===== src/fgtm_fifo.sv =====
// Two-entry queue that decouples the command side from the engine and the engine from the reader.
module fgtm_fifo #(
    parameter int W = 8
) (
    input  logic         i_clk,
    input  logic         i_rst_n,
    input  logic         i_wr,
    input  logic [W-1:0] i_din,
    output logic         o_full,
    input  logic         i_rd,
    output logic [W-1:0] o_dout,
    output logic         o_empty
);

    logic [W-1:0] r_mem [2];
    logic         r_wp;
    logic         r_rp;
    logic [1:0]   r_cnt;
    logic         wr_ok;
    logic         rd_ok;

    assign o_full  = (r_cnt == 2'd2);
    assign o_empty = (r_cnt == 2'd0);
    assign o_dout  = r_mem[r_rp];
    assign wr_ok   = i_wr && !o_full;
    assign rd_ok   = i_rd && !o_empty;

    // advance pointers and occupancy
    always_ff @(posedge i_clk) begin
        if (!i_rst_n) begin
            r_wp  <= 1'b0;
            r_rp  <= 1'b0;
            r_cnt <= 2'd0;
        end else begin
            if (wr_ok) r_wp <= ~r_wp;
            if (rd_ok) r_rp <= ~r_rp;
            if (wr_ok && !rd_ok) r_cnt <= r_cnt + 2'd1;
            else if (rd_ok && !wr_ok) r_cnt <= r_cnt - 2'd1;
        end
    end

    // hold the beat
    always_ff @(posedge i_clk) begin
        if (wr_ok) r_mem[r_wp] <= i_din;
    end

endmodule


===== config.mk =====
export PLATFORM = sky130hd
export DESIGN_NAME = fgtm_fifo
export DESIGN_NICKNAME = d
export VERILOG_FILES = /design/src/fgtm_fifo.sv
export SDC_FILE = /design/constraint.sdc
export NUM_CORES = 1
export LEC_CHECK = 0
export BUFFER_PORTS_ARGS = -buffer_cell sky130_fd_sc_hd__buf_2
export CAP_MARGIN = 5
export CORE_MARGIN = 1.5
export CORE_UTILIZATION = 44
export DETAILED_ROUTE_END_ITERATION = 7
export GPL_TIMING_DRIVEN = 0
export MAX_ROUTING_LAYER = met4
export PLACE_DENSITY = 0.72
export SLEW_MARGIN = 20
export SYNTH_ARGS = -nofsm -noshare
export SYNTH_HDL_FRONTEND = slang
export SYNTH_SLANG_ARGS = --single-unit

===== constraint.sdc =====
create_clock -name i_clk -period 1.5 [get_ports i_clk]
set_input_delay 0.225 -clock i_clk [delete_from_list [all_inputs] [get_ports i_clk]]
set_output_delay 0.225 -clock i_clk [all_outputs]
set_load 0.05 [all_outputs]

==> metrics.md <==
| Metric | Value |
|---|---|
| Status | `complete, but fails checks` |
| Failing checks | `setup timing` |
| Critical path fanouts, max | `3` |
| RSZ-0062 raised after global routing | `true` |
| Initial Util | `46.5%` |
| Root buffer cell | `clkbuf_4` |
| Die area | `0.00209 mm2` |
| Io pins | `22` |
| TritonCTS clock tree | `done` |
| First-pass GRT wire length | `1930 um` |
| Synth cell types | `16` |
| Max Clock Skew | `0.0119 ns` |
| Routability cong. | `0.618` |
| Die W | `45.7 um` |
| IR drop worst, VDD | `0.00132 V` |
| Synth Register Bits | `21` |
| Critical path type | `register to register` |
| Ys Warns | `0` |
| Final Critical Period | `1.50 ns` |
| Final WL | `1380 um` |
| Dpl cells | `97` |
| Hold Crit Class | `input pin to register` |
| Slew @ Worst Pin | `0.405 ns` |
| Area added between synthesis and finish | `44.4%` |
| Non-Filler Instances | `105` |
| Gr ovfl total | `0` |
| Crit path cell chain | `nand2b_4, clkinvlp_4, nor2_1, ha_1, xor2_1, or3_1, a21oi_2` |
| Worst hold slack | `0.103 ns` |
| Via Count | `491` |
| Post-synthesis sequential area ratio | `72.3%` |
| Final Max Tran Viols | `0` |
| Routed length per instance | `13.2 um` |
| Detailed placement HPWL | `893 um` |
| FFs w/ async S/R, synth | `0%` |
| Detailed Routing Iterations Pass 1 | `3` |
| Iteration-0 DRC Markers | `3` |
| IO buf count | `21` |
| CP arrival | `1.73 ns` |
| Core area | `0.00173 mm2` |
| Final setup viols | `1` |
| WP buf/inv | `1` |
| Post-Syn Nets | `64` |
| Deepest clock path buffer count | `2` |
| Mapped Cells | `51` |
| Vias in the first global route | `487` |
| DRC Markers | `0` |
| Hold path start | `i_din[0]` |
| Max_cap viols | `0` |
| Setup tns final | `-0.00379 ns` |
| Post-route cell area | `0.00116 mm2` |
| GR Util met3 | `3.57%` |
| GRT Util Overall | `14.2%` |
| Period utilization | `100%` |
| GR met2 Demand/Resource | `25.1%` |
| Leak | `0.476 nW` |
| Slowest-stage cell, CP | `or3_1` |
| Worst skew pair latency | `0.30 ns` |
| Most used routing layer | `met2` |
| CTS H-tree lvls | `1` |
| Total power | `2.25 mW` |
| Slew margin rel. | `73.0%` |
| Cts bufs inserted | `3` |
| Family with the most delay on the worst path | `simple AND/OR/NAND/NOR gates` |
| # diodes | `0` |
| Setup WS pre-CTS | `-0.0552 ns` |
| Final Core Density | `67.2%` |
| CP max stage delay | `0.38 ns` |
| Critical Path Source | `r_cnt[0]$_SDFFE_PN0P_` |
| Layout cells sized above 1 | `56.3%` |
| F_max | `665 MHz` |
| Worst Setup Start Kind | `register` |
| Placement-stage cell area | `952 um2` |
| Largest net degree at the start of global routing | `13` |
| Critical Path RT | `1.73 ns` |
| Number of synthesized flops with an enable pin | `16` |
| FILL cells | `142` |
| Crit Reg-Reg Startpoint | `r_cnt[0]$_SDFFE_PN0P_` |
| Total power divided by cell area | `1940 mW/mm2` |
| Sink Count | `21` |
| Hold_buf cts | `0` |
| Clock Pin Slew Worst Setup and Hold Paths | `0.12 ns` |
| Synth Area per Inst | `15.8 um2` |
| Vias per std cell | `4.68` |
| Cell Area, Synth | `803 um2` |
| Worst Slack Setup Final | `-0.00379 ns` |
| Row count | `15` |
| Top_reg_cell synth | `edfxtp_1` |
| Final ANT Viol Nets | `0` |
| Met1 Use GR | `13.8%` |
| Antenna violations before repair | `0` |
| Layout net count | `94` |
| CP endpoint kind | `register` |
| Chip height | `45.7 um` |
| Final Hold Viols | `0` |
path summary, 6_finish.rpt:
kind | to | slack [ns] | depth (start not counted)
hold reg to reg | register | 0.53 | 2
setup / recovery | r_cnt[1]$_SDFFE_PN0P_ | -0.004 | 7
setup reg to reg | r_cnt[1]$_SDFFE_PN0P_ | -0.004 | 7
hold / removal | r_mem[0][0]$_DFFE_PP_ | 0.10 | 1
logic make-up (layout without fill, tap and decap cells):
| family | after synthesis | count (layout) | synth area share [%] |
|---|---|---|---|
| flops | 21 | 21 | 72.3 |
| simple gates | 9 | 9 | 5.92 |
| mux | 8 | 8 | 11.2 |
| compound gates | 5 | 5 | 3.74 |
| buf+inv | 4 | 33 | 2.02 |
| xor+xnor | 3 | 3 | 3.27 |
| fa+ha+maj | 1 | 1 | 1.56 |
flip-flops by register name, indices dropped and copies added (netlist names), named ones only:
name   count
r_wp       1
r_cnt      2
r_rp       1
r_mem     16
area by class of cell:
type | instances | area (um2) | share of cell area [%]
Buffer | 1 | 15.0 | 1.29
Clock buffer | 3 | 22.5 | 1.94
Clock inverter | 1 | 5.00 | 0.432
Inverter | 3 | 15.0 | 1.29
Multi-Input combinational cell | 26 | 254 | 21.9
Sequential cell | 21 | 587 | 50.6
Tap cell | 25 | 31.3 | 2.70
Timing Repair Buffer | 25 | 230 | 19.8
worst reg2reg max path, delay by kind of cell, from the launching register on:
kind | cells | cell delay (ns)
xor gates and xnor gates | 1 | 0.14
and+or+nand+nor | 3 | 0.58
AOI/OAI and AO/OA | 1 | 0.11
DFF | 1 | 0.36
buffers and inverters | 1 | 0.08
adders and majority gates | 1 | 0.18
synthesized netlist by cell type, types with 2 or more instances:
master / number / area [um2]
xor2_1: 3 / 26.3
o21ai_0: 2 / 10.0
edfxtp_1: 16 / 480
nor2_1: 5 / 18.8
mux2_2: 8 / 90.1
dfxtp_1: 5 / 100
inv_1: 3 / 11.3
power breakdown:
| part | switching (mW) | internal, mW |
|---|---|---|
| registers | 0.0619 | 0.753 |
| logic | 0.641 | 0.532 |
| clock network | 0.160 | 0.0992 |
metal layers:
| layer | share of wire (%) | vias to the layer above |
|---|---|---|
| li1 | - | 241 |
| met1 | 41 | 232 |
| met2 | 53 | 16 |
| met3 | 4.1 | 2 |
| met4 | 0.87 | 0 |
| met5 | 0 | - |
cell usage in the layout, fill, tap and decap left out, types with 2 or more instances in the layout:
master / Yosys / routed
edfxtp_1: 16 / 16
buf_2: 1 / 12
buf_8: 0 / 9
mux2_4: 0 / 8
nor2_1: 5 / 5
clkbuf_4: 0 / 4
xor2_1: 3 / 3
buf_4: 0 / 3
inv_1: 3 / 2
dfxtp_2: 0 / 2
dfxtp_1: 5 / 2
what timing repair did:
action | CTS | global route
gates resized for setup | 22 | 20
pin swaps | 0 | 1
setup endpoints to repair | 17 | 13
setup buffers | 3 | 1
No activity file was read; power rests on OpenSTA's default activity.
